File: config.mk
export PLATFORM = sky130hd
export DESIGN_NAME = pirc_cfg
export DESIGN_NICKNAME = d
export VERILOG_FILES = /design/src/sv/pirc_pkg.sv /design/src/sv/pirc_cfg.sv
export SDC_FILE = /design/constraint.sdc
export NUM_CORES = 1
export LEC_CHECK = 0
export ABC_AREA = 1
export BUFFER_PORTS_ARGS = -buffer_cell sky130_fd_sc_hd__buf_2
export CAP_MARGIN = 10
export CELL_PAD_IN_SITES_DETAIL_PLACEMENT = 0
export CELL_PAD_IN_SITES_GLOBAL_PLACEMENT = 1
export CORE_MARGIN = 10
export CORE_UTILIZATION = 42
export CTS_BUF_LIST = sky130_fd_sc_hd__clkbuf_8
export DETAILED_ROUTE_END_ITERATION = 6
export MAX_ROUTING_LAYER = met4
export PLACE_DENSITY = 0.9
export SKIP_CTS_REPAIR_TIMING = 1
export SLEW_MARGIN = 20
export SYNTH_ARGS = -nofsm -noshare
export SYNTH_HDL_FRONTEND = slang
export SYNTH_SLANG_ARGS = --single-unit
File: constraint.sdc
create_clock -name clk -period 3 [get_ports clk]
set_input_delay 0.6 -clock clk [delete_from_list [all_inputs] [get_ports clk]]
set_output_delay 0.6 -clock clk [all_outputs]
set_load 0.005 [all_outputs]
File: src/sv/pirc_pkg.sv
// Shared types, widths, register indexes and helpers for the rotated capsule point test.
// No dependencies; used by every module of the block.
package pirc_pkg;

    // Field and register widths
    localparam int COORD_W    = 24;
    localparam int SIDE_W     = 23;
    localparam int ROT_W      = 16;
    localparam int ROT_SHIFT  = 14;
    localparam int CFG_IDX_W  = 3;
    localparam int CFG_DATA_W = 24;
    localparam int IN_TDATA_W  = 48;
    localparam int OUT_TDATA_W = 8;

    // Register indexes
    localparam logic [CFG_IDX_W-1:0] REG_ORIGIN_X   = 3'd0;
    localparam logic [CFG_IDX_W-1:0] REG_ORIGIN_Y   = 3'd1;
    localparam logic [CFG_IDX_W-1:0] REG_BOX_WIDTH  = 3'd2;
    localparam logic [CFG_IDX_W-1:0] REG_BOX_HEIGHT = 3'd3;
    localparam logic [CFG_IDX_W-1:0] REG_ROT_COS    = 3'd4;
    localparam logic [CFG_IDX_W-1:0] REG_ROT_SIN    = 3'd5;
    localparam logic [CFG_IDX_W-1:0] REG_ORIENTED   = 3'd6;

    localparam logic signed [ROT_W-1:0] ROT_COS_RESET = 16'sd16384;

    // Squared half segment length at or below this is treated as a single point
    localparam int DEGENERATE_EPS = 7;

    // Input hold-off count after a register write; the geometry pipeline is nine deep
    localparam int SETTLE_CYCLES = 10;
    localparam int SETTLE_W      = $clog2(SETTLE_CYCLES + 1);

    // Internal widths, lengths in doubled units
    localparam int DBL_W   = 26;   // box centre, rotated half segment
    localparam int MX_W    = 40;   // rotation product, Q26.14
    localparam int AX_W    = 27;   // endpoint A
    localparam int DD_W    = 27;   // full segment vector
    localparam int RR_W    = 46;   // squared radius
    localparam int ESQ_W   = 52;   // squared half segment component
    localparam int SEG2_W  = 50;   // squared half segment length
    localparam int DDSQ_W  = 52;   // squared full segment length
    localparam int PPROD_W = 48;   // partial products of r^2 * seg^2
    localparam int PSUM_W  = 74;
    localparam int CSQ_W   = 108;  // squared cross product and its bound

    typedef struct packed {
        logic signed [COORD_W-1:0] origin_x;
        logic signed [COORD_W-1:0] origin_y;
        logic        [SIDE_W-1:0]  box_width;
        logic        [SIDE_W-1:0]  box_height;
        logic signed [ROT_W-1:0]   rot_cos;
        logic signed [ROT_W-1:0]   rot_sin;
        logic                      oriented;
    } cfg_t;

    typedef struct packed {
        logic signed [AX_W-1:0] ax;
        logic signed [AX_W-1:0] ay;
        logic signed [DD_W-1:0] ddx;
        logic signed [DD_W-1:0] ddy;
        logic        [DDSQ_W-1:0] dd;
        logic        [RR_W-1:0]   rr;
        logic        [CSQ_W-1:0]  rrdd;
        logic                     degen;
    } geom_t;

    // Drop 14 fraction bits, rounding half away from zero
    function automatic logic signed [DBL_W-1:0] rot_round(input logic signed [MX_W-1:0] v);
        logic [MX_W-1:0] mag;
        logic [MX_W-1:0] r;
        logic signed [DBL_W-1:0] rs;
        mag = v[MX_W-1] ? MX_W'(-v) : MX_W'(v);
        r   = (mag + (MX_W'(1) << (ROT_SHIFT - 1))) >> ROT_SHIFT;
        rs  = DBL_W'(r);
        return v[MX_W-1] ? -rs : rs;
    endfunction

endpackage

File: src/sv/pirc_cfg.sv
// Configuration register file and settle counter for the capsule test.
// Depends on pirc_pkg.
module pirc_cfg (
    input  logic                                clk,
    input  logic                                rst_n,
    input  logic                                cfg_we,
    input  logic [pirc_pkg::CFG_IDX_W-1:0]      cfg_index,
    input  logic [pirc_pkg::CFG_DATA_W-1:0]     cfg_data,
    output pirc_pkg::cfg_t                      cfg,
    output logic                                settled
);

    pirc_pkg::cfg_t cfg_reg;
    pirc_pkg::cfg_t cfg_next;
    logic [pirc_pkg::SETTLE_W-1:0] settle_reg;
    logic [pirc_pkg::SETTLE_W-1:0] settle_next;

    always_comb
    begin
        cfg_next = cfg_reg;
        if (cfg_we)
        begin
            case (cfg_index)
                pirc_pkg::REG_ORIGIN_X:
                    cfg_next.origin_x = cfg_data[pirc_pkg::COORD_W-1:0];
                pirc_pkg::REG_ORIGIN_Y:
                    cfg_next.origin_y = cfg_data[pirc_pkg::COORD_W-1:0];
                pirc_pkg::REG_BOX_WIDTH:
                    cfg_next.box_width = cfg_data[pirc_pkg::SIDE_W-1:0];
                pirc_pkg::REG_BOX_HEIGHT:
                    cfg_next.box_height = cfg_data[pirc_pkg::SIDE_W-1:0];
                pirc_pkg::REG_ROT_COS:
                    cfg_next.rot_cos = cfg_data[pirc_pkg::ROT_W-1:0];
                pirc_pkg::REG_ROT_SIN:
                    cfg_next.rot_sin = cfg_data[pirc_pkg::ROT_W-1:0];
                pirc_pkg::REG_ORIENTED:
                    cfg_next.oriented = cfg_data[0];
                default:
                    cfg_next = cfg_reg;
            endcase
        end
    end

    // Any write, even to an unused index, restarts the settle count
    always_comb
    begin
        if (cfg_we)
            settle_next = pirc_pkg::SETTLE_W'(pirc_pkg::SETTLE_CYCLES);
        else if (settle_reg != '0)
            settle_next = settle_reg - pirc_pkg::SETTLE_W'(1);
        else
            settle_next = settle_reg;
    end

    always_ff @(posedge clk or negedge rst_n)
    begin
        if (!rst_n)
        begin
            cfg_reg.origin_x   <= '0;
            cfg_reg.origin_y   <= '0;
            cfg_reg.box_width  <= '0;
            cfg_reg.box_height <= '0;
            cfg_reg.rot_cos    <= pirc_pkg::ROT_COS_RESET;
            cfg_reg.rot_sin    <= '0;
            cfg_reg.oriented   <= 1'b0;
            settle_reg         <= pirc_pkg::SETTLE_W'(pirc_pkg::SETTLE_CYCLES);
        end
        else
        begin
            cfg_reg    <= cfg_next;
            settle_reg <= settle_next;
        end
    end

    assign cfg     = cfg_reg;
    assign settled = (settle_reg == '0);

endmodule

# Word-level counts from Yosys, hierarchy flattened
# Cells that the tools add are included.
[totals]
register_bits = 131
latchBits = 0
mem_bits_rw = 0
rom_bits = 0
inputBits = 30
elab_cells = 28
n_memories = 0
[op_classes]
addsub = 1
n_mul = 0
div_mod_pow = 0
n_lt_le_gt_ge = 0
n_eq_ne = 6
shifts = 0
muxes = 2
bitwise_logic = 0
reduce_logical = 11
[op_table]
columns = ["op", "count"]
rows = [
  ["AND reduction 2 bit", 7],
  ["== test 3 bit, second input constant", 3],
  ["2-to-1 mux 4 bit", 2],
  ["== test 3 x 2 -> 1 bit, second input constant", 2],
  ["logical NOT 4 bit", 1],
  ["nonzero test 4 bit", 1],
  ["subtractor 4 x 1 -> 4 bit, second input constant", 1],
  ["== test 3 x 1 -> 1 bit, second input constant", 1],
  ["logical NOT 3 bit", 1],
  ["nonzero test 2 bit", 1],
]

# Longest topological paths before layout
# Gate-level depths: netlist (run 1).
[depth]
depth_word = 3
ltp_mapped = 7
ltp_nobuf = 5

# Least setup slack after synthesis (run 1)
# OpenSTA, ideal clock, no wires.
[synth_timing]
kind = "register to output"
startpoint = "register settle_reg[1] (netlist bit)"
endpoint = "output port settled"
t_arrival_ns = 0.941
required_time_ns = 2.400
path_slack_ns = 1.459
stages_incl_launch_ff = 5
cell_sequence = "dfstp_2 > inv_1 > ha_1 > nand2_1 > inv_1"
[synth_between]
elab_chain_len = 1
[synth_lines]
columns = ["element", "line_no", "source"]
rows = [
  ["start, declared", "pirc_cfg.sv:15", "logic [pirc_pkg::SETTLE_W-1:0] settle_reg;"],
  ["start signal, assigned", "pirc_cfg.sv:66", "settle_reg <= pirc_pkg::SETTLE_W'(pirc_pkg::SETTLE_CYCLES);"],
  ["start signal, assigned", "pirc_cfg.sv:71", "settle_reg <= settle_next;"],
  ["logical NOT 4 bit", "pirc_cfg.sv:76", "assign settled = (settle_reg == '0);"],
  ["end, declared", "pirc_cfg.sv:10", "output logic settled"],
]
# No other way between the ends.

# Worst setup path in the final report (run 1)
# Same ends and word-level chain as after synthesis.

==> flow_summary_export.csv, run 1 <==
group,metric,value,unit
synth,synth-edff-count,0,
power_and_ir_drop,finalPower,4.61,mW
route,drtPass1Iterations,6,
timing,setup_tns,0,ps
power_and_ir_drop,p_leak,3.79,nW
global_route,grt_max_degree,85,
setup_path,path_cells,"inv_1 -> ha_1 -> nand2_1 -> inv_1 -> buf_2",
floorplanning,initial_core_util,0.428,
setup_path,cp_data_required_time,2400,ps
floorplanning,core_area,0.0120,sq mm
synth,synth.most_common_cell,"nand2_1",
setup_path,crit_arrival,1580,ps
global_route,grt_pass1_vias,4569,
setup_path,startpoint,"settle_reg[1]",
placed_design,hpwlAfterDp,11400,um
finish,largest_reg_flops,127,
finish,layout.nets,777,
route,num_vias,4499,
synth,yosysUniqueCellTypes,17,
floorplanning,placementRows,40,
floorplanning,fp.dieH,131,um
placed_design,numPortBuffers,157,
synth,synth_area_leaders,"dfrtp_1, nand2_1, nand3_1",
setup_path,reg2reg_to,"settle_reg[3]",
cts,clk_latency,430,ps
synth,synth-simple-area-share,0.327,
cts,cts.clk_slew.worst_paths,80,ps
cts,cts_buffer_depth,2,
synth,synth_top_family_by_area,"simple AND/OR/NAND/NOR gates",
timing,worst_pin_slew,951,ps
synth,synth_xor_xnor_area_share,0.00170,
synth,yosysTopAreaCellShare,0.623,
synth,syn-num-nets,616,
setup_path,critPathKind,"flip-flop to output port",
synth,synthArstFlopShare,1.00,
finish,area_growth,25.1,%
synth,synthesis.instances,585,
finish,drive_above_1_share,0.277,
setup_path,path_common_cell,"inv_1",
finish,n_fill_cell,1131,
finish,ff_latch_area,0.00328,sq mm
power_and_ir_drop,cellPowerDensity,717,mW/mm^2
cts,cts_root_buf,"clkbuf_8",
synth,seq_area_frac_synth,0.638,
cts,cts.sink_count,131,
route,wirelength,16000,um
global_route,overflow,0,
setup_path,r2r_slack,1760,ps
cts,cts_tree,"yes",
synth,syn_area,0.00514,sq mm
cts,h-tree-depth,4,
synth,ys.warnings.count,0,
synth,syn_area_per_cell,8.79,sq um
route,drt_iter0_drc,388,
synth,synth_commonest_cells,"nand2_1, dfrtp_1, nand3_1, buf_2",
floorplanning,die-area,0.0171,sq mm
synth,synthFlopType,"dfrtp_1",
route,drtAntennaViolNets,0,
power_and_ir_drop,ir_drop,0.273,mV
timing,setup_viol,0,
setup_path,rr_startpoint,"settle_reg[1]",
timing,fmax,0.459,GHz
global_route,grt.total_usage,0.196,
global_route,antenna_found_initial,0,
flow_run,drv_cap,0,
placed_design,gp_congestion,0.841,
synth,synthMuxAreaShare,0,
route,drc,0,
setup_path,worstPathMaxFanout,6,
timing,rsz0062_at_grt,"no",
timing,final.min_clock_period,2180,ps
synth,synth_fa_ha_area_frac,0.00243,
setup_path,critPathLaunchType,"flip-flop",
floorplanning,die_x,131,um
route,wl_per_cell,17.7,um
setup_path,reg2reg_depth,5,
timing,relSlewSlack,0.365,
timing,finalHoldViolations,0,
timing,maxSlewViolCount,0,
timing,skew,6.93,ps
finish,n_antenna_cell,0,
setup_path,crit_slowest_cell,"dfstp_2",
finish,multi_input_area,0.00171,sq mm
global_route,grt_pass1_wl,25000,um
setup_path,crit_path_end_kind,"output port",
floorplanning,io_pins,158,
synth,synth_compound_area_frac,0.000973,
route,viasPerCell,4.97,
timing,finalCritPeriodShare,0.726,
setup_path,slowest_delay,540,ps
worst_hold_path,hold_path.class,"input port to async pin",
cts,cts_buffers,17,
status,status,"completed",
synth,yosysTopAreaCell,"dfrtp_1",
setup_path,crit_end,"settled",
synth,ys_seq_elements,131,
[cells in the final DEF, fill, tap and decap left out, types with 4 or more instances in the layout]
master,Yosys,final
nand2_2,4,4
dfrtp_1,128,128
clkinv_2,0,4
nor2_1,5,5
nand3_1,44,44
nand2_1,355,355
clkbuf_8,0,19
inv_1,5,11
buf_4,4,9
buf_2,16,156
nor2_2,5,5
[metrics by stage]
step | worst slack (ps) | hold slack [ps] | utilization | cell area [sq um] | std cells
2_1_floorplan | 1460 | 304 | - | 5140 | 585
3_3_place_gp | 712 | 450 | 0.505 | 6060 | 874
3_5_place_dp | 626 | 454 | 0.505 | 6060 | 874
4_1_cts | 804 | 231 | 0.536 | 6430 | 906
5_1_grt | 760 | 246 | 0.536 | 6430 | 906
6_report | 821 | 207 | 0.536 | 6430 | 906
[cell type report]
cell class                 instances  area share
inverter                           8     0.00467
clock buffer                      19      0.0406
tap                              147      0.0286
sequential                       131       0.510
timing repair buffer             166       0.134
multi-input combinational        422       0.265
clock inverter                    13      0.0171
[worst min path at each step]
stage	start	endpoint	slack [ps]	cells past startpoint
floorplan	rst_n	cfg[0]	300	0
global placement	cfg[21]	cfg[21]	450	2
detailed placement	cfg[18]	cfg[18]	450	2
CTS	rst_n	cfg[93]	230	1
global route	rst_n	cfg[93]	250	1
finish	rst_n	cfg[98]	210	1
[power by group]
| group | internal (mW) | leakage (nW) | switching, mW |
|---|---|---|---|
| Clock | 0.758 | 0.213 | 0.668 |
| Combinational | 0.383 | 1.94 | 0.499 |
| Sequential | 2.10 | 1.64 | 0.201 |
| Total | 3.24 | 3.79 | 1.37 |
[metal layers]
metal	routed length (um)	GRT usage	vias to the layer above
met5	0	-	-
met1	6970	0.251	2175
li1	-	-	2125
met2	7570	0.300	176
met3	1200	0.0520	23
met4	272	0.0634	0
[critical path: cells and delay by family, from the launching register on]
family | cells | cell delay, ps
and+or+nand+nor | 1 | 140
buffers and inverters | 3 | 210
adders and majority gates | 1 | 260
DFF | 1 | 540
[cell families (layout without fill, tap and decap cells)]
kind of cell	after synthesis	after routing
AOI/OAI and AO/OA	1	1
xor gates and xnor gates	1	1
adders and majority gates	1	1
buffers and inverters	32	206
DFF	131	131
and+or+nand+nor	419	419
No activity file was read; power rests on OpenSTA's default activity.
==> inputs of run 2 (changes only) <==
--- a/config.mk
+++ b/config.mk
@@ -11,11 +11,11 @@
 export CELL_PAD_IN_SITES_DETAIL_PLACEMENT = 0
 export CELL_PAD_IN_SITES_GLOBAL_PLACEMENT = 1
 export CORE_MARGIN = 10
-export CORE_UTILIZATION = 42
+export CORE_UTILIZATION = 39
 export CTS_BUF_LIST = sky130_fd_sc_hd__clkbuf_8
 export DETAILED_ROUTE_END_ITERATION = 6
 export MAX_ROUTING_LAYER = met4
-export PLACE_DENSITY = 0.9
+export PLACE_DENSITY = 0.84
 export SKIP_CTS_REPAIR_TIMING = 1
 export SLEW_MARGIN = 20
 export SYNTH_ARGS = -nofsm -noshare
==> constraint.sdc (replaced) <==
create_clock -name clk -period 2.15 [get_ports clk]
set_input_delay 0.43 -clock clk [delete_from_list [all_inputs] [get_ports clk]]
set_output_delay 0.43 -clock clk [all_outputs]
set_load 0.005 [all_outputs]
==> flow_summary_export.csv, run 2 (synthesized netlist as in run 1, its figures left out) <==
group,metric,value,unit
route,wl_per_cell,17.3,um
floorplanning,placementRows,41,
floorplanning,io_pins,158,
floorplanning,die-area,0.0182,sq mm
power_and_ir_drop,p_leak,3.83,nW
finish,largest_reg_flops,127,
global_route,overflow,0,
cts,cts_tree,"yes",
setup_path,critPathKind,"flip-flop to output port",
timing,setup_viol,0,
setup_path,critPathLaunchType,"flip-flop",
timing,worst_pin_slew,533,ps
route,drtAntennaViolNets,0,
timing,final.min_clock_period,1990,ps
finish,drive_above_1_share,0.291,
floorplanning,die_x,135,um
power_and_ir_drop,cellPowerDensity,991,mW/mm^2
power_and_ir_drop,switchingPower,1.97,mW
setup_path,cp_data_required_time,1720,ps
cts,h-tree-depth,4,
placed_design,hpwlAfterDp,11800,um
finish,layout.nets,787,
worst_hold_path,min_from,"cfg_data[23]",
global_route,antenna_found_initial,0,
cts,clk_latency,450,ps
floorplanning,fp.dieH,135,um
timing,setup_tns,0,ps
worst_hold_path,hold_path.class,"input port to flip-flop",
timing,finalCritPeriodShare,0.928,
route,drc,0,
setup_path,reg2reg_to,"settle_reg[3]",
setup_path,crit_path_end_kind,"output port",
power_and_ir_drop,ir_drop,0.499,mV
finish,n_antenna_cell,0,
cts,cts_buffers,17,
power_and_ir_drop,p_int,4.56,mW
global_route,grt.total_usage,0.187,
finish,final_cell_area,0.00659,sq mm
route,wirelength,16200,um
setup_path,worstPathMaxFanout,6,
global_route,grt_pass1_wl,25500,um
timing,relSlewSlack,0.645,
power_and_ir_drop,pwr-share-seq,0.494,
power_and_ir_drop,p_sw_frac,0.301,
finish,area_growth,28.2,%
timing,maxSlewViolCount,0,
global_route,grt_max_degree,62,
finish,n_fill_cell,1193,
placed_design,place_area,0.00619,sq mm
cts,cts.sink_count,131,
cts,cts_buffer_depth,2,
timing,fmax,0.501,GHz
global_route,grt_pass1_vias,4580,
flow_run,drv_cap,0,
cts,cts.clk_slew.worst_paths,70,ps
timing,rsz0062_at_grt,"no",
power_and_ir_drop,finalPower,6.53,mW
cts,cts_root_buf,"clkbuf_8",
setup_path,crit_arrival,1560,ps
route,drtPass1Iterations,5,
timing,skew,3.08,ps
route,drt_iter0_drc,344,
floorplanning,initial_core_util,0.403,
setup_path,r2r_slack,980,ps
finish,layout_commonest_cell,"nand2_1",
setup_path,rr_startpoint,"settle_reg[1]",
setup_path,reg2reg_depth,5,
finish,final_cell_mix,"nand2_1, buf_2, dfrtp_1, nand3_1, clkbuf_8",
worst_hold_path,hold_depth,3,
floorplanning,core_area,0.0128,sq mm
route,num_vias,4467,
status,status,"completed",
power_and_ir_drop,pwr-share-comb,0.189,
placed_design,numPortBuffers,157,
placed_design,gp_congestion,0.861,
route,viasPerCell,4.75,
worst_hold_path,hold_end,"cfg[102]",
power_and_ir_drop,power_frac_clock,0.318,
timing,finalHoldViolations,0,
[run 2: changes by cell type in the layout (fill, tap and decap cells not counted)]
cell	delta
buf_4	+7
inv_1	-5
clkinvlp_4	+3
buf_12	+2
clkinv_4	+2
clkinv_2	-1
dlygate4sd3_1	+1
inv_6	+1
[run 2: layer usage]
| layer | global-route usage | vias up | share of wire |
|---|---|---|---|
| met1 | 0.231 | 2151 | 0.44 |
| met5 | - | - | 0 |
| met2 | 0.282 | 150 | 0.47 |
| li1 | - | 2140 | - |
| met3 | 0.0616 | 26 | 0.073 |
| met4 | 0.0665 | 0 | 0.015 |
[run 2: through the flow]
stage	setup slack, ps	utilization	hold WS (ps)	std cells
4_1_cts	112	0.515	-281	940
2_1_floorplan	779	-	134	585
6_report	155	0.516	183	941
5_1_grt	41.0	0.516	178	941
3_5_place_dp	411	0.484	220	908
3_3_place_gp	455	0.484	217	908
[run 2: area by class of cell]
| cell class | instances | area [sq um] | share of cell area |
|---|---|---|---|
| tap | 172 | 215 | 0.0326 |
| multi-input combinational | 422 | 1710 | 0.259 |
| timing repair buffer | 176 | 962 | 0.146 |
| clock buffer | 19 | 262 | 0.0397 |
| clock inverter | 13 | 135 | 0.0205 |
| sequential | 131 | 3280 | 0.498 |
| inverter | 8 | 30.0 | 0.00455 |
[run 2: worst max-delay path, cell delays in order, from the launching register on]
cell	delay, ps
dfstp_2	540
inv_1	40
ha_1	240
nand2_1	130
inv_1	40
buf_2	120
[run 2: power groups by stage]
stage	combinational [mW]	sequential [mW]	clock, mW
final	1.23	3.22	2.08
after global routing	1.42	3.27	2.22
after detailed placement	1.27	3.26	0
after floorplan	0.457	3.25	0
after global placement	1.24	3.25	0
after CTS	1.27	3.22	2.12
[run 2: how the worst max path moves through the flow]
stage,start,endpoint,slack [ps]
global placement,cfg_we,cfg[98],450
finish,settle_reg[1],settled,160
CTS,settle_reg[1],settled,110
detailed placement,cfg_we,cfg[6],410
global route,settle_reg[1],settled,40
floorplan,settle_reg[1],settled,780
